===== config.mk =====
export PLATFORM = sky130hd
export DESIGN_NAME = scmr_front
export DESIGN_NICKNAME = d
export VERILOG_FILES = /design/src/scmr_pkg.sv /design/src/scmr_front.sv
export SDC_FILE = /design/constraint.sdc
export NUM_CORES = 1
export LEC_CHECK = 0
export BUFFER_PORTS_ARGS = -buffer_cell sky130_fd_sc_hd__buf_2
export CORE_MARGIN = 2
export CORE_UTILIZATION = 50
export DETAILED_ROUTE_END_ITERATION = 8
export PLACE_DENSITY = 0.81
export REMOVE_ABC_BUFFERS = 1
export SLEW_MARGIN = 40
export SYNTH_ARGS = -nofsm -noshare
export SYNTH_HDL_FRONTEND = slang
export SYNTH_SLANG_ARGS = --single-unit

===== constraint.sdc =====
create_clock -name i_clk -period 6.1 [get_ports i_clk]
set_input_delay 0.305 -clock i_clk [delete_from_list [all_inputs] [get_ports i_clk]]
set_output_delay 0.305 -clock i_clk [all_outputs]
set_load 0.02 [all_outputs]

===== src/scmr_pkg.sv =====
// Package with shared types and constants of the spectrum coadder.
`timescale 1ns / 1ps
package scmr_pkg;
    localparam int SampleWidth = 24;
    localparam int SumWidth    = 32;
    localparam int SqWidth     = 56;
    localparam int CountWidth  = 8;

    localparam logic [0:0] RegPixels   = 1'b0;
    localparam logic [0:0] RegReadouts = 1'b1;

    // Job handed from the front part to the back part.
    typedef struct packed {
        logic signed [SampleWidth-1:0] signal_value;
        logic [SampleWidth-1:0]        error_value;
        logic [15:0]                   pixel;
        logic                          first;
        logic                          final_readout;
        logic                          last_pixel;
        logic [CountWidth-1:0]         count;
    } t_job;
endpackage


===== src/scmr_front.sv =====
// Front part: sequences pixel and readout positions and builds jobs.
`timescale 1ns / 1ps
module scmr_front #(
    parameter int MaxPixels = 8192,
    parameter int MaxReadouts = 255
) (
    input  logic                    i_clk,
    input  logic                    i_rst_n,
    input  logic                    i_cfg_we,
    input  logic                    i_cfg_idx,
    input  logic [13:0]             i_cfg_data,
    input  logic                    i_valid,
    output logic                    o_stall,
    input  logic signed [23:0]      i_signal_value,
    input  logic [23:0]             i_error_value,
    output logic                    o_job_valid,
    input  logic                    i_job_full,
    output scmr_pkg::t_job          o_job
);
    logic [13:0] r_npix_raw;
    logic [7:0]  r_nread_raw;
    logic [16:0] r_pix;
    logic [7:0]  r_rd;
    logic [16:0] npix;
    logic [7:0]  nread;
    logic [16:0] idx;
    logic [7:0]  rd;
    logic        fin;
    logic        lastp;
    logic        take;

    always_comb begin
        npix = (r_npix_raw == 14'd0) ? 17'd1 : {3'd0, r_npix_raw};
        if (npix > 17'(MaxPixels)) npix = 17'(MaxPixels);
        nread = (r_nread_raw == 8'd0) ? 8'd1 : r_nread_raw;
        if (32'(nread) > MaxReadouts) nread = 8'(MaxReadouts);
        idx = (r_pix >= npix) ? 17'd0 : r_pix;
        rd  = (r_rd >= nread) ? 8'd0 : r_rd;
        fin = (9'(rd) + 9'd1) >= 9'(nread);
        lastp = (idx + 17'd1) >= npix;
    end

    assign o_stall = i_job_full;
    assign take = i_valid && !i_job_full;
    assign o_job_valid = take;
    assign o_job.signal_value = i_signal_value;
    assign o_job.error_value = i_error_value;
    assign o_job.pixel = idx[15:0];
    assign o_job.first = (rd == 8'd0);
    assign o_job.final_readout = fin;
    assign o_job.last_pixel = lastp;
    assign o_job.count = nread;

    always_ff @(posedge i_clk) begin
        if (!i_rst_n) begin
            r_npix_raw <= 14'd1024;
            r_nread_raw <= 8'd1;
            r_pix <= '0;
            r_rd <= '0;
        end else if (i_cfg_we) begin
            if (i_cfg_idx == scmr_pkg::RegPixels) r_npix_raw <= i_cfg_data;
            else r_nread_raw <= i_cfg_data[7:0];
            r_pix <= '0;
            r_rd <= '0;
        end else if (take) begin
            if (lastp) begin
                r_pix <= '0;
                r_rd <= fin ? 8'd0 : rd + 8'd1;
            end else begin
                r_pix <= idx + 17'd1;
                r_rd <= rd;
            end
        end
    end
endmodule


Word level (Yosys, flattened, before mapping)
Cells that the tools add are included.

storage, ports and cells
  register bits = 47
  bits in latches = 0
  output and inout bits = 77
  memory bits (read-only) = 0
  memories kept = 0
  bits in writable memories = 0

cells by class
  mux-type cells = 8
  equal/unequal tests = 0
  $mul = 0
  $add $sub $neg = 3
  reductions and logical operators = 8
  bitwise logic cells = 2
  shift-type cells = 0
  div/mod/pow operators = 0
  order comparisons = 5

operators by type and width
  cell                   count
  $ge 17x17->1           2
  $mux 17                2
  $mux 8                 4
  $mux 14                2
  $add 17x1->17 const B  1
  $logic_not 8->1        2
  $gt 14x14->1 const B   1
  $logic_not 14->1       1
  $add 8x1->9 const B    1
  $ge 9x8->1             1
  $add 8x1->8 const B    1
  $ge 8x8->1             1
  $reduce_and 2->1       2
  $not 1->1              2
  $reduce_or 2->1        1
  $logic_and 1x1->1      1
  $logic_not 1->1        1

Depth between registers and ports, before layout
  depth in word-level cells = 9
  gate-level depth with buffers = 25
  mapped depth without buffers = 23

Least setup slack after synthesis
Ideal clock, no wire load.

  path type = reg-to-reg
  from = register r_npix_raw[13]
  to = register r_pix[10]
  required time = 6.013 ns
  library setup time = 0.087 ns
  slack = 0.937 ns
  cell stages (with the launch flop) = 25
  buffers on the path = 3
  arrival time = 5.076 ns
  cells stage by stage = dfxtp_1 inv_1 clkbuf_1 nand2_1 ha_1 a21o_1 a221oi_2 o21ba_2 a21boi_0 clkbuf_1 and2_1 ha_1 nand3_1 nor2_1 nand4_1 xor2_1 nor2_1 ha_1 a21o_1 a21oi_1 o21ai_0 a211oi_1 nand3_1 clkbuf_1 o31ai_1

RTL lines
  what                    line              text
  from (decl)             scmr_front.sv:20  logic [13:0] r_npix_raw;
  from (signal assigned)  scmr_front.sv:61  if (i_cfg_idx == scmr_pkg::RegPixels) r_npix_raw <= i_cfg_data;
  to (signal assigned)    scmr_front.sv:70  r_pix <= idx + 17'd1;
  to (decl)               scmr_front.sv:22  logic [16:0] r_pix;

==> results by stage <==
Outcome:
- The run finished with clean final reports.

Place:
- At the end of routability-driven placement, the weighted congestion stood at 0.886.
- The quantity of I/O buffers inserted on ports is 46.
- The post-placement cell count is 560.
- The detailed placement HPWL is 8.56 mm.
- The worst slack at placement is 0.243 ns.
- After detailed placement, the total cell area comes to 3680 um2.

Pwr:
- The worst-case IR drop observed on VDD is 0.000135 V.
- The design draws 0.611 mW.
- In this run the static leakage power is 1.71 nW.
- In this run the power density over the cells is 162 nW/um2.

Synth:
- The post-synthesis cell type with the largest combined area is sky130_fd_sc_hd__dfxtp_1.
- Synthesis produced 485 cells.
- The number of synthesis warnings is 0.
- Sorting the synthesized cells by area gives the leading types as sky130_fd_sc_hd__dfxtp_1 (25%), sky130_fd_sc_hd__ha_1 (16%), sky130_fd_sc_hd__buf_4 (11%).
- After synthesis, flip-flops and latches occupy 24.9% of the total area.
- The fraction of synthesis flops using an asynchronous set or reset pin is 0%.
- The post-synthesis average cell area is 7.78 um2.
- The portion of synthesized cell area occupied by the leading cell type is 24.9%.
- Counting flops with a built-in enable in the synthesized netlist gives 0.
- The most used flip-flop cell after synthesis is sky130_fd_sc_hd__dfxtp_1.
- In this run, synthesis produced a sequential element count of 47.
- In this run, distinct cell masters in the synthesized netlist total 43.
- The cell area that synthesis handed to floorplanning was 3770 um2.

Floorplan:
- In this run the vertical extent of the chip is 90.9 um.
- The site row count is 31.
- The die area is 8260 um2.
- The core footprint is 7290 um2.
- The horizontal die dimension is 90.9 um.
- The count of boundary I/O pins is 145.
- For this configuration, the core starts out at a cell density of 51.8%.

Layout:
- After routing the design area is 3770 um2.
- 0 antenna diodes ended up in the layout.
- The post-route netlist has 14.1% of its cells at a drive strength greater than 1.
- In the layout the commonest cells are sky130_fd_sc_hd__nand2_1 (78), sky130_fd_sc_hd__ha_1 (47), sky130_fd_sc_hd__dfxtp_1 (47).
- The most common library cell in the layout ignoring fill and taps is sky130_fd_sc_hd__nand2_1.
- The post-synthesis to final-layout area growth is 0.0000265%.
- Measured on the finished design, the core utilization comes to 51.8%.
- The final layout contains 583 nets.
- The final standard cell count with taps included and fillers excluded is 568.

Worst setup path:
- The critical path is of the reg -> out type.
- Data arrives at the worst endpoint at 5.26 ns.
- STA classifies the critical path endpoint as a primary output.
- The maximum fanout along the worst path is 13.
- The internal reg-to-reg setup slack is 0.72 ns.
- The required time at the endpoint of the critical path is 5.79 ns.
- The nature of the critical path startpoint is a flip-flop.

Clock network:
- The clock transition at the registers of the reported paths is 0.09 ns.
- The H-tree level count is 2.
- The cell sitting at the root of the clock tree is a sky130_fd_sc_hd__clkbuf_8.
- The clock insertion delay at the later pin of the skew report is 0.31 ns.
- Hold repair after CTS inserted 0 buffers.
- TritonCTS built the clock tree.
- The CTS sink count is 47.
- The number of buffers created by CTS is 5.
- The post-CTS setup-driven buffer insertion count is 0.
- The maximum root-to-sink buffer count is 2.
- The post-cts resize count is 0.

STA:
- The final cycle utilization of the critical path is 91.2%.
- The final setup slack of the worst path is 0.535 ns.
- The worst pin sits at a relative slew slack of 49.0%.
- The routed design could run at a clock period as short as 5.57 ns.
- The final sum of negative setup slack is 0 ns.
- For this run, the top clock speed supported by timing is 180 MHz.
- The slew of the pin with the lowest slew margin is 0.762 ns.
- The count of pins over their slew limit came to 0.
- Setup repair after global routing left no endpoint under its margin.
- The total count of hold-check failures in the final report is 0.
- The smallest hold slack is 0.212 ns.
- The count of final setup violators is 0.
- The clock arrives with 0.0112 ns of skew.

Global routing:
- The maximum number of pins on one net before global-route repair is 24.
- The sum of overflow across all layers after global routing is 0.
- The initial antenna violation count is 0.
- The overall fraction of global-route tracks in use is 26.0%.
- The first-pass GRT wire length is 16.7 mm.
- The number of global-route vias before repair is 3022.

Run:
- The number of maximum-capacitance violations is 0.

Routing:
- The iteration count of the initial detailed-routing pass is 6.
- The post-detailed-route wirelength per cell is 18.8 um.
- Summed over all layers, the routed wires come to 10.7 mm.
- The overall via count from detail_route is 3345.
- The vias per cell is 5.89.
- The DRC violation total after the first TritonRoute iteration is 211.
- In the routed design, unresolved DRC markers number 0.
- The residual antenna-violating net count after detailed routing is 0.

Hold path:
- The path category of the worst min-delay check is in -> reg.
[kinds of logic (layout without fill, tap and decap cells)]
logic type	count (synthesis)	in the layout	share of synthesized area [%]
buf+inv	101	84	15.3
compound gates	90	90	17.9
flops	47	47	24.9
simple gates	181	181	22.0
fa+ha+maj	47	47	15.6
xor+xnor	18	18	4.18
other cells	1	2	0.0994
[synth_stat cells (all sizes together), types with 9 or more instances]
cell and count:
and2 18, nand2 78, xnor2 9, inv 28, o31ai 11, dfxtp 47
xor2 9, nand3 26, a21oi 12, a21boi 21, ha 47, nor2 29
buf 53, clkbuf 20
[state kept, by name, summed over array words and instances (netlist names)]
name and flops:
r_npix_raw 14, r_pix 17, r_nread_raw 8, r_rd 8
[final cells by class]
cell class	instances	area (um2)
Inverter	28	105
Clock buffer	6	72.6
Clock inverter	2	12.5
Timing Repair Buffer	48	245
Multi-Input combinational cell	338	2270
Fill cell	731	3520
Sequential cell	47	941
Tap cell	99	124
[per-layer routing]
layer | share of wire (%) | vias up | global-route usage [%]
met5 | 0.80 | - | 10.9
met4 | 1.3 | 4 | 6.19
met3 | 17 | 17 | 17.4
met2 | 39 | 205 | 35.3
met1 | 42 | 1546 | 32.8
li1 | - | 1573 | -
[path summary, 6_finish.rpt]
path | end | start | cells past startpoint
setup reg to reg | r_rd[1] | r_npix_raw[0] | 24
hold reg to reg | r_pix[15] | r_pix[15] | 1
hold / removal | r_npix_raw[10] | i_cfg_data[10] | 3
setup / recovery | o_job[8] | r_npix_raw[0] | 24
[worst max-delay path: stages (launching register included)]
cell                       delay [ns]
sky130_fd_sc_hd__dfxtp_1         0.33
sky130_fd_sc_hd__nor4_1          0.28
sky130_fd_sc_hd__nand4_1         0.17
sky130_fd_sc_hd__nand2_1         0.12
sky130_fd_sc_hd__nand2_1         0.09
sky130_fd_sc_hd__ha_1            0.19
sky130_fd_sc_hd__a21o_1          0.18
sky130_fd_sc_hd__a221oi_2        0.21
sky130_fd_sc_hd__o21ai_1         0.17
sky130_fd_sc_hd__a21boi_0        0.18
sky130_fd_sc_hd__buf_4           0.20
sky130_fd_sc_hd__and2_1          0.25
sky130_fd_sc_hd__ha_1            0.25
sky130_fd_sc_hd__nand3_1         0.09
sky130_fd_sc_hd__nor2_1          0.22
sky130_fd_sc_hd__nand4_1         0.15
sky130_fd_sc_hd__xor2_1          0.22
sky130_fd_sc_hd__nor2_1          0.07
sky130_fd_sc_hd__ha_1            0.32
sky130_fd_sc_hd__a21o_1          0.18
sky130_fd_sc_hd__a21oi_1         0.14
sky130_fd_sc_hd__o21ai_0         0.13
sky130_fd_sc_hd__a211oi_2        0.46
sky130_fd_sc_hd__nand2_1         0.14
sky130_fd_sc_hd__buf_2           0.19
[power breakdown]
| part | switching, mW | total (mW) | internal [mW] |
|---|---|---|---|
| Combinational | 0.0654 | 0.101 | 0.0356 |
| Sequential | 0.00667 | 0.321 | 0.314 |
| Clock | 0.110 | 0.190 | 0.0803 |
| Total | 0.182 | 0.611 | 0.430 |
(Power assumes the default switching activity.)
