<file path="config.mk">
export PLATFORM = sky130hd
export DESIGN_NAME = scmr_fifo
export DESIGN_NICKNAME = d
export VERILOG_FILES = /design/src/scmr_pkg.sv /design/src/scmr_fifo.sv
export SDC_FILE = /design/constraint.sdc
export NUM_CORES = 1
export LEC_CHECK = 0
export ABC_CLOCK_PERIOD_IN_PS = 12440
export BUFFER_PORTS_ARGS = -buffer_cell sky130_fd_sc_hd__clkbuf_2
export CAP_MARGIN = 25
export CORE_UTILIZATION = 40
export CTS_CLUSTER_SIZE = 10
export DETAILED_ROUTE_END_ITERATION = 8
export SLEW_MARGIN = 5
export SYNTH_ARGS = -nofsm -noshare
export SYNTH_HDL_FRONTEND = slang
export SYNTH_SLANG_ARGS = --single-unit
</file>
<file path="constraint.sdc">
create_clock -name i_clk -period 12.44 [get_ports i_clk]
set_input_delay 3.732 -clock i_clk [delete_from_list [all_inputs] [get_ports i_clk]]
set_output_delay 3.732 -clock i_clk [all_outputs]
set_load 0.03 [all_outputs]
</file>
<file path="src/scmr_pkg.sv">
// Package with shared types and constants of the spectrum coadder.
`timescale 1ns / 1ps
package scmr_pkg;
    localparam int SampleWidth = 24;
    localparam int SumWidth    = 32;
    localparam int SqWidth     = 56;
    localparam int CountWidth  = 8;

    localparam logic [0:0] RegPixels   = 1'b0;
    localparam logic [0:0] RegReadouts = 1'b1;

    // Job handed from the front part to the back part.
    typedef struct packed {
        logic signed [SampleWidth-1:0] signal_value;
        logic [SampleWidth-1:0]        error_value;
        logic [15:0]                   pixel;
        logic                          first;
        logic                          final_readout;
        logic                          last_pixel;
        logic [CountWidth-1:0]         count;
    } t_job;
endpackage

</file>
<file path="src/scmr_fifo.sv">
// Two-entry queue between front and back parts.
`timescale 1ns / 1ps
module scmr_fifo (
    input  logic           i_clk,
    input  logic           i_rst_n,
    input  logic           i_push,
    input  scmr_pkg::t_job i_data,
    output logic           o_full,
    input  logic           i_pop,
    output logic           o_valid,
    output scmr_pkg::t_job o_data
);
    scmr_pkg::t_job r_mem [2];
    logic r_wp, r_rp;
    logic [1:0] r_cnt;

    assign o_full = (r_cnt == 2'd2);
    assign o_valid = (r_cnt != 2'd0);
    assign o_data = r_mem[r_rp];

    always_ff @(posedge i_clk) begin
        if (i_push) r_mem[r_wp] <= i_data;
        if (!i_rst_n) begin
            r_wp <= 1'b0;
            r_rp <= 1'b0;
            r_cnt <= '0;
        end else begin
            if (i_push) r_wp <= ~r_wp;
            if (i_pop) r_rp <= ~r_rp;
            r_cnt <= r_cnt + {1'b0, i_push} - {1'b0, i_pop};
        end
    end

`ifndef NO_ASSERTIONS
    a_no_over: assert property (@(posedge i_clk) disable iff (!i_rst_n)
        o_full |-> !i_push) else $error("queue overflow");
    a_no_under: assert property (@(posedge i_clk) disable iff (!i_rst_n)
        !o_valid |-> !i_pop) else $error("queue underflow");
    a_cnt: assert property (@(posedge i_clk) disable iff (!i_rst_n)
        r_cnt != 2'd3) else $error("bad count");
`endif
endmodule

</file>
Yosys cells after proc, flatten, opt, wreduce, memory -nomap -nowiden
Memory sizes are Yosys's and may differ from the RTL's. A register that Yosys moved wholly into a read port is not among the register bits.
Cells that the tools add are included.
{"block": "totals", "mem_count": 1, "mem_bits_rw": 150, "out_inout_bits": 77, "input_bits": 79, "elab_cells": 14, "regBits": 4}
{"name": "r_mem", "depth": 2, "width": 75, "read_ports": 1, "rd_clocked_by_memory_dff": 1, "wr": 1, "line": "scmr_fifo.sv:13", "rtl": "scmr_pkg::t_job r_mem [2];"}
{"block": "classes", "n_eq_ne": 1, "addsub": 2, "bitwise": 2, "mux": 4, "n_reduce_logical": 1}
{"operator": "$mux 1", "count": 4}
{"operator": "$add 2x1->2", "count": 1}
{"operator": "$eq 2x2->1 const B", "count": 1}
{"operator": "$not 1->1", "count": 2}
{"operator": "$reduce_bool 2->1", "count": 1}
{"operator": "$sub 2x1->2", "count": 1}

Depth between registers and ports, before layout
Gate-level depths: netlist (run 1).
{"block": "depth", "depth_word": 3, "ltp_mapped": 6, "ltp_nobuf": 6}

Worst setup path after synthesis (run 1)
No wires, ideal clock.
{"block": "synth_path", "kind": "input-to-reg", "startpoint": "input i_push", "endpoint": "memory r_mem[0][0] (netlist bit) (enable)", "arrival_time_ps": 7047, "required_time_ps": 11922, "cell_stages": 1, "n_path_buf": 0, "setup_ps": 518, "setup_slack_ps": 4874, "cell_sequence": "nor2b_1"}
{"block": "synth_between", "elab_chain_cells": 2}
{"item": "start: declaration", "line": "scmr_fifo.sv:6", "rtl": "input logic i_push,"}
{"item": "$mux 1", "line": "scmr_fifo.sv:22", "rtl": "if (i_push) r_mem[r_wp] <= i_data;"}
{"item": "$mux 1 (implied by the code)", "line": "scmr_fifo.sv:22"}
{"item": "end: declaration", "line": "scmr_fifo.sv:13"}
No other way between the ends.

==> results of run 1 <==
## cell families after synthesis
kind of cell             after synthesis  share of synthesized area, %
flip-flops                           155                          78.8
multiplexers                          75                          17.7
buffers and inverters                 10                          1.46
AND/OR/NAND/NOR                        9                         0.964
XOR/XNOR                               2                         0.535
adder cells (fa/ha/maj)                2                         0.428
AO/OA/AOI/OAI                          1                         0.129
## layer usage
layer,vias to the layer above,GRT usage [%]
met1,1383,16.5
met4,0,8.00
li1,1347,-
met2,115,20.6
met5,-,0
met3,15,5.11
## Yosys cell counts
master      n  area [um2]
and2_1      4        25.0
buf_2       2        10.0
buf_6       6        67.6
dfxtp_1     5         100
edfxtp_1  150        4500
ha_1        2        25.0
inv_1       2        7.51
mux2_2     25         282
mux2_4     50         751
nor2b_1     4        25.0
o21a_1      1        7.51
or2_2       1        6.26
xnor3_1     1        22.5
xor2_1      1        8.76
## worst max-delay path: stages, from the launching register on
cell and delay [ps]:
dfxtp_4 700, buf_4 700, mux2_2 410, clkbuf_2 180
## area by class of cell
class	instances	area, um2
clock inverters	13	173
well taps	180	225
inverters	2	7.51
repair buffers	158	811
clock buffers	19	433
fillers	1155	6620
flip-flops and latches	155	4610
multi-input cells	89	1160
## report_power, final
group / switching (W) / internal (W)
clock: 0.000191 / 0.000334
combinational: 0.000100 / 0.0000682
sequential: 0.0000121 / 0.000604
## state kept, by name (all words and copies together), names as in the netlist, named ones only
name / cells
r_mem: 150
r_cnt: 2
r_rp: 1
r_wp: 1
## worst paths after layout
path | start | to | slack (ps) | cells after the start
setup / recovery | flip-flop | o_data[0] | 6260 | 3
hold / removal | r_rp | flip-flop | 580 | 2
setup reg to reg | r_wp | r_mem[0][68] | 10320 | 2
hold reg to reg | r_rp | flip-flop | 580 | 2
## stage by stage
step / utilization [%] / cells / total power [W]
2_1_floorplan: - / 254 / 0.000750
3_3_place_gp: 48.4 / 583 / 0.000795
3_5_place_dp: 48.5 / 584 / 0.000798
4_1_cts: 52.8 / 616 / 0.00132
5_1_grt: 52.8 / 616 / 0.00136
6_report: 52.8 / 616 / 0.00131
==> results.md, run 1 <==
* Post-route ant nets at 0
* Synth Warn # at 0
* Post-CTS Setup Bufs at 0
* Vias per cell at 4.64
* Die Y-Extent at 123 um
* Slew Viols, Final at 0
* #FFs+latches synth at 155
* Vias in the first global route at 2,853
* CTS H-tree lvls at 4
* Placed cell area at 0.00681 mm2
* Wl on met1 at 4260 um
* Fin area at 0.00742 mm2
* Critical path class: flip-flop to primary output
* Site Rows at 43
* Root Buffer Master: clkbuf_16
* Hold buffers post-CTS at 0
* Clk Latency, worst-skew pair at 410 ps
* Worst setup EP type: primary output
* Slew @ Worst Pin at 876 ps
* Required time of the critical path at 8710 ps
* Drt total wl at 9830 um
* Sequential share of the synthesized area at 78.8%
* Hold slack final at 578 ps
* Clk buf depth at 2
* Distinct cells, synth at 14
* Layout cell share with drive strength beyond 1 at 60.8%
* Nets at 504
* Syn-to-layout area delta at 27.0%
* Clock transition at path regs at 60 ps
* Total grt overflow at 0
* Antenna diode count at 0
* Post-Synthesis Cells at 254
* Setup TNS Final at 0 ps
* HP Class: flip-flop to flip-flop
* Most frequent cells in the layout: clkbuf_2 (155), edfxtp_1 (150), mux2_4 (50)
* Status: completed
* Leak at 2.95 nW
* DP Wirelength at 6440 um
* Final hold vios at 0
* Final Cycle Share at 49.7%
* Post_cts resized at 0
* Syn_nets at 335
* Routed len/inst at 16.0 um
* Max-slew headroom at 41.5%
* VDD IR max at 82.8 uV
* Fin crit period at 6180 ps
* Final setup violation count at 0
* First-pass GRT wire length at 14,600 um
* Max cap viols at 0
* Final Skew at 6.24 ps
* Die X at 123 um
* Pin count of the biggest net entering global routing at 48
* IO buf count at 155
* WL met3 at 793 um
* DR pass1 iterations at 4
* Placer congestion estimate at 0.662
* Unrepaired setup endpoints after global routing: no
* Most common cell after layout, fill and taps aside: clkbuf_2
* Starting Density at 41.6%
* # DRC at 0
* Clock sinks at 155
* CTS tree: done
* Mapped Area at 0.00584 mm2
* Met2 wire length at 4600 um
* Core area at 0.0140 mm2
* Drt initial violations at 139
* DIE AREA at 0.0151 mm2
* IO Pins at 156
* Crit Path Max Fanout at 43
* Via count at 2,860
* Pwr Density at 176 mW/mm2
* Crit path DAT at 2450 ps
* Placement Setup Slack at 6630 ps
* Initial antenna violation count at 0
* CTS Buf Count at 17
* Worst Setup Slack, final at 6260 ps
* Syn Area/Cell at 23.0 um2
* Total Routing Usage GR at 13.6%
* Max Clk Rate at 162 MHz
* Startpoint types: flip-flop
* Highest routed layer: met4
Note: power is estimated with default switching activity, not from simulation.
==> run 2, diff against run 1 <==
- ABC_CLOCK_PERIOD_IN_PS: 12440 -> 5200
- PLACE_DENSITY: unset -> 0.66
- clock period: 12.44 -> 5.2 ns (I/O delays scaled with it)
==> results.md, run 2 (synthesis results as in run 1) <==
* Max reg flops at 150 (unchanged)
* Final Cycle Share at 72.3%
* Critical path class: flip-flop to primary output
* CP cell instances: buf_4 -> mux2_4 -> clkbuf_2
* Setup TNS Final at 0 ps (unchanged)
* First-pass GRT wire length at 14,700 um (+0.23%)
* Layout cell share with drive strength beyond 1 at 61.9% (+1.1 points)
* Layout Cells excl Fill at 618 (+0.32%)
* Post_cts resized at 0 (unchanged)
* Max cap viols at 0 (unchanged)
* Pin count of the biggest net entering global routing at 76 (+58%)
* Fin crit period at 3760 ps
* Status: completed
* Placed cell area at 0.00681 mm2 (unchanged)
* Slew Viols, Final at 0 (unchanged)
* Routed len/inst at 15.8 um (-0.66%)
* Placed insts at 584 (unchanged)
* Clk Latency, worst-skew pair at 410 ps (about the same)
* IO Pins at 156 (unchanged)
* Total Routing Usage GR at 13.5% (-0.064 points)
* Final Skew at 3.33 ps (-2.91 ps)
* Max Clk Rate at 266 MHz
* Leak at 3.02 nW (+2.3%)
* Placer congestion estimate at 0.654 (-1.3%)
* Biggest regs: r_mem x150, r_cnt x2
* Antenna diode count at 0 (unchanged)
* Max-slew headroom at 58.0% (+17 points)
* Syn-to-layout area delta at 29.3%
* Core area at 0.0140 mm2 (unchanged)
* Hold slack final at 581 ps (+2.78 ps)
* CTS Buf Count at 17 (unchanged)
* Final hold vios at 0 (unchanged)
* Filler cell count in the final layout at 1,133 (-1.9%)
* Crit Path Max Fanout at 40 (-7.0%)
* DR pass1 iterations at 4 (unchanged)
* CTS H-tree lvls at 4 (unchanged)
* Total grt overflow at 0 (unchanged)
* Clock sinks at 155 (unchanged)
* IO buf count at 155 (unchanged)
* Nets at 506 (+0.40%)
* Die X at 123 um (unchanged)
* Unrepaired setup endpoints after global routing: no
* Drt total wl at 9800 um (-0.34%)
* Most frequent cells in the layout: clkbuf_2 (155), edfxtp_1 (150), mux2_4 (50)
* Site Rows at 43 (unchanged)
* Vias in the first global route at 2,940 (+3.0%)
* Startpoint types: flip-flop
* Clk buf depth at 2 (unchanged)
* DP Wirelength at 6420 um (-0.29%)
* CTS tree: done
* Multi-input gate area at 0.00116 mm2 (unchanged)
* Required time of the critical path at 3640 ps (-5070 ps)
* Die Y-Extent at 123 um (unchanged)
* Fin area at 0.00756 mm2 (+1.8%)
* Worst setup EP type: primary output
* Most common cell after layout, fill and taps aside: clkbuf_2
* CP max-delay cell: dfxtp_4
* # DRC at 0 (unchanged)
* Via count at 2,896 (+1.3%)
* Pwr Density at 437 mW/mm2 (+150%)
* CP max stage delay at 750 ps (+50 ps)
* Slew @ Worst Pin at 630 ps (-246 ps)
* Root Buffer Master: clkbuf_16
* Clock transition at path regs at 60 ps (about the same)
* Starting Density at 41.6% (unchanged)
* FF+latch area at 0.00461 mm2 (unchanged)
* Post-CTS Setup Bufs at 0 (unchanged)
* Crit path DAT at 2200 ps (-250 ps)
* Post-route ant nets at 0 (unchanged)
* Hold buffers post-CTS at 0 (unchanged)
* DIE AREA at 0.0151 mm2 (unchanged)
* Hold path startpoint: r_rp
* Largest reg by FF count: r_mem
* Initial antenna violation count at 0 (unchanged)
* VDD IR max at 218 uV (+160%)
* HP Class: flip-flop to flip-flop
* Drt initial violations at 175 (+26%)
* Final setup violation count at 0 (unchanged)
* R2R Path Start: r_wp
* Vias per cell at 4.69 (+0.93%)
-- run 2: changes by cell type in the layout (fill, tap and decap cells not counted), sizes merged --
cell      previous run  this run
clkbuf             174       172
clkinvlp             1         0
bufinv               4         7
buf                  3         5
-- run 2: where the power goes --
part	internal (W)	switching, W
combinational	0.000168	0.000238
sequential	0.00144	0.0000316
clock	0.000950	0.000473
total	0.00256	0.000743
-- run 2: final cells by class --
cell class | instances | area share [%]
repair buffers | 160 | 11.4
well taps | 180 | 2.98
flip-flops and latches | 155 | 61.0
multi-input cells | 89 | 15.4
clock inverters | 15 | 3.56
inverters | 2 | 0.0994
clock buffers | 17 | 5.63
-- run 2: worst max-delay path, delay by kind of cell (launching register included) --
kind	cells	cell delay (ps)
muxes	1	340
buffers and inverters	2	680
DFF	1	750
-- run 2: layer usage --
metal / GRT usage [%] / vias up / share of wire, %
li1: - / 1348 / -
met1: 15.9 / 1425 / 43
met2: 21.8 / 110 / 49
met3: 4.51 / 13 / 6.7
met4: 7.09 / 0 / 1.7
met5: 0 / - / 0
-- run 2: path summary, 6_finish.rpt --
kind                                endpoint  depth (start not counted)  slack [ps]
worst max-delay path              o_data[44]                          3        1440
worst min register to register     flip-flop                          2         580
worst min-delay path               flip-flop                          2         580
worst max register to register  r_mem[1][60]                          2        3670
-- run 2: metrics by stage --
step | setup WS (ps) | utilization [%] | power [W]
after global placement | 1860 | 48.5 | 0.00190
after floorplan | 1220 | - | 0.00179
after global routing | 1300 | 53.8 | 0.00341
after detailed placement | 1810 | 48.5 | 0.00191
after CTS | 1350 | 53.5 | 0.00334
final | 1440 | 53.8 | 0.00330
==> run 3, diff against run 2 <==
- ABC_AREA: unset -> 1
- ABC_CLOCK_PERIOD_IN_PS: 5200 -> 3690
- PLACE_DENSITY: 0.66 -> unset
- clock period: 5.2 -> 3.69 ns (I/O delays scaled with it)
==> results.md, run 3 <==
* Max cap viols at 0 (unchanged)
* Worst reg2reg endpoint: r_mem[1][55]
* Hold buffers post-CTS at 0 (unchanged)
* Final Cycle Share at 85.5%
* Max-slew headroom at 58.7% (+0.71 points)
* Clk buf depth at 2 (unchanged)
* Routed len/inst at 15.9 um (+0.63%)
* Worst setup EP type: primary output
* Root Buffer Master: clkbuf_16
* Top cells by count, synth: edfxtp_1 (150), mux2_4 (50), mux2_2 (25)
* #FFs+latches synth at 155 (unchanged)
* CP max-delay cell: dfxtp_4
* Filler cell count in the final layout at 1,179 (+4.1%)
* Sequential share of the synthesized area at 78.9% (about the same)
* Critical path class: flip-flop to primary output
* Leak at 2.99 nW (-0.90%)
* Startpoint types: flip-flop
* Clk Latency, worst-skew pair at 410 ps (about the same)
* Status: completed
* Synth Warn # at 0 (unchanged)
* Post_cts resized at 0 (unchanged)
* Post-route ant nets at 0 (unchanged)
* Starting Density at 41.6% (about the same)
* CTS Buf Count at 17 (unchanged)
* Placer congestion estimate at 0.646 (-1.2%)
* Core area at 0.0140 mm2 (unchanged)
* CP delay by family, top: flip-flops
* Total Routing Usage GR at 13.6% (+0.060 points)
* Die Y-Extent at 123 um (about the same)
* Pwr Density at 587 mW/mm2 (+34%)
* DP Wirelength at 6660 um (+3.8%)
* CTS tree: done
* DR pass1 iterations at 5 (+1)
* IO Pins at 156 (unchanged)
* Biggest regs: r_mem x150, r_cnt x2
* Primary FF master, synth: edfxtp_1
* Max Clk Rate at 317 MHz
* Unrepaired setup endpoints after global routing: no
* VDD IR max at 358 uV (+64%)
* Post-Synthesis Cells at 266 (+4.7%)
* Die X at 123 um (about the same)
* Initial antenna violation count at 1 (+1)
* Vias per cell at 4.65 (-0.80%)
* DIE AREA at 0.0151 mm2 (about the same)
* IO buf count at 155 (unchanged)
* Synth top area share at 77.1% (about the same)
* # DRC at 0 (unchanged)
* Most frequent cell after synthesis: edfxtp_1
* Synth top area cells: edfxtp_1 (77%), mux2_4 (13%), mux2_2 (4.8%)
* R2R Path Start: r_wp
* Final Power at 0.00437 W (+32%)
* Syn Area/Cell at 22.0 um2 (-4.6%)
* Final setup violation count at 0 (unchanged)
* Largest reg by FF count: r_mem
* Vias in the first global route at 2,922 (-0.61%)
* Nets at 518 (+2.4%)
* Final hold vios at 0 (unchanged)
* Site Rows at 43 (unchanged)
* Layout cell share with drive strength beyond 1 at 58.4% (-3.5 points)
* Drt initial violations at 155 (-11%)
* Most frequent cells in the layout: clkbuf_2 (155), edfxtp_1 (150), mux2_4 (50)
* Drt total wl at 10,000 um (+2.4%)
* Slew Viols, Final at 0 (unchanged)
* CTS H-tree lvls at 4 (unchanged)
* Most common cell after layout, fill and taps aside: clkbuf_2
* Asr flop ratio synth at 0% (unchanged)
* HP Class: flip-flop to flip-flop
* Worst R2R Setup Slack at 2070 ps (-1600 ps)
* Antenna diode count at 0 (unchanged)
* Cell depth of the worst hold path at 2 (unchanged)
* Crit path DAT at 2050 ps (-150 ps)
* Clock sinks at 155 (unchanged)
* Number of synthesized flops with an enable pin at 150 (unchanged)
* Pin count of the biggest net entering global routing at 46 (-39%)
* Syn-to-layout area delta at 27.6%
* Synth area leader: edfxtp_1
* First-pass GRT wire length at 14,600 um (-0.42%)
* CP cell instances: buf_4 -> mux2_4 -> clkbuf_2
* Hold path startpoint: r_rp
* Slew @ Worst Pin at 620 ps (-10.6 ps)
* Total grt overflow at 0 (unchanged)
* Max reg flops at 150 (unchanged)
* Syn_nets at 347 (+3.6%)
* Post-CTS Setup Bufs at 0 (unchanged)
* Required time of the critical path at 2580 ps (-1060 ps)
* Mapped Area at 0.00584 mm2 (about the same)
* Worst R2R Path Depth at 3 (+1)
* Clock transition at path regs at 50 ps (about the same)
* Via count at 2,924 (+0.97%)
* Final Skew at 6.99 ps (+3.67 ps)
* Setup TNS Final at 0 ps (unchanged)
* Fin crit period at 3160 ps
* Distinct cells, synth at 12 (-2)
* CP max stage delay at 740 ps (about the same)
* Worst Path Buf+Inv at 2 (unchanged)
* Crit Path Max Fanout at 35 (-13%)
[run 3: metal layers]
| metal | part of all wire [%] | up-vias | track usage (%) |
|---|---|---|---|
| li1 | - | 1374 | - |
| met1 | 40 | 1413 | 15.3 |
| met2 | 48 | 116 | 21.9 |
| met3 | 9.5 | 19 | 5.86 |
| met4 | 2.0 | 2 | 6.63 |
| met5 | 0.11 | - | 0 |
[run 3: worst min-delay path, delay by kind of cell, from the launching register on]
kind          cells  cell delay [ps]
flops             1              320
simple gates      2              140
[run 3: kinds of logic (layout without fill, tap and decap cells)]
family / after synthesis / in the layout / share of synthesized area (%)
compound gates: 1 / 1 / 0.0856
fa+ha+maj: 2 / 2 / 0.428
mux: 75 / 75 / 17.7
buf+inv: 15 / 198 / 1.78
simple gates: 18 / 18 / 1.18
flops: 155 / 155 / 78.9
[run 3: worst max path at each step]
stage	start	to	slack (ps)	depth (start not counted)
2_1_floorplan	i_push	r_mem[0][0]	190	2
3_3_place_gp	flip-flop	o_data[59]	940	3
3_5_place_dp	flip-flop	o_data[52]	910	3
4_1_cts	flip-flop	o_data[52]	460	3
5_1_grt	flip-flop	o_data[52]	410	3
6_report	flip-flop	o_data[52]	530	3
[run 3: area by class of cell]
type                       instances  area (um2)  share of cell area [%]
multi-input combinational         96        1140                    15.3
inverter                           7        27.5                   0.369
sequential                       155        4610                    61.9
tap                              180         225                    3.02
clock inverter                    11         175                    2.35
timing repair buffer             160         838                    11.3
clock buffer                      20         437                    5.86
[run 3: through the flow]
step | area (um2) | hold WS, ps | utilization (%) | std cells | worst slack (ps)
after floorplan | 5840 | 463 | - | 266 | 190
after global routing | 7450 | 538 | 53.1 | 629 | 407
after CTS | 7450 | 504 | 53.1 | 629 | 461
after global placement | 6840 | 477 | 48.7 | 598 | 945
final | 7450 | 496 | 53.1 | 629 | 534
after detailed placement | 6840 | 491 | 48.7 | 598 | 909
[run 3: report_power, final]
group          switching, W  total, W  leakage, nW  internal [W]
combinational      0.000307  0.000504         1.24      0.000196
sequential        0.0000363   0.00207         1.45       0.00204
clock              0.000611   0.00179        0.298       0.00118
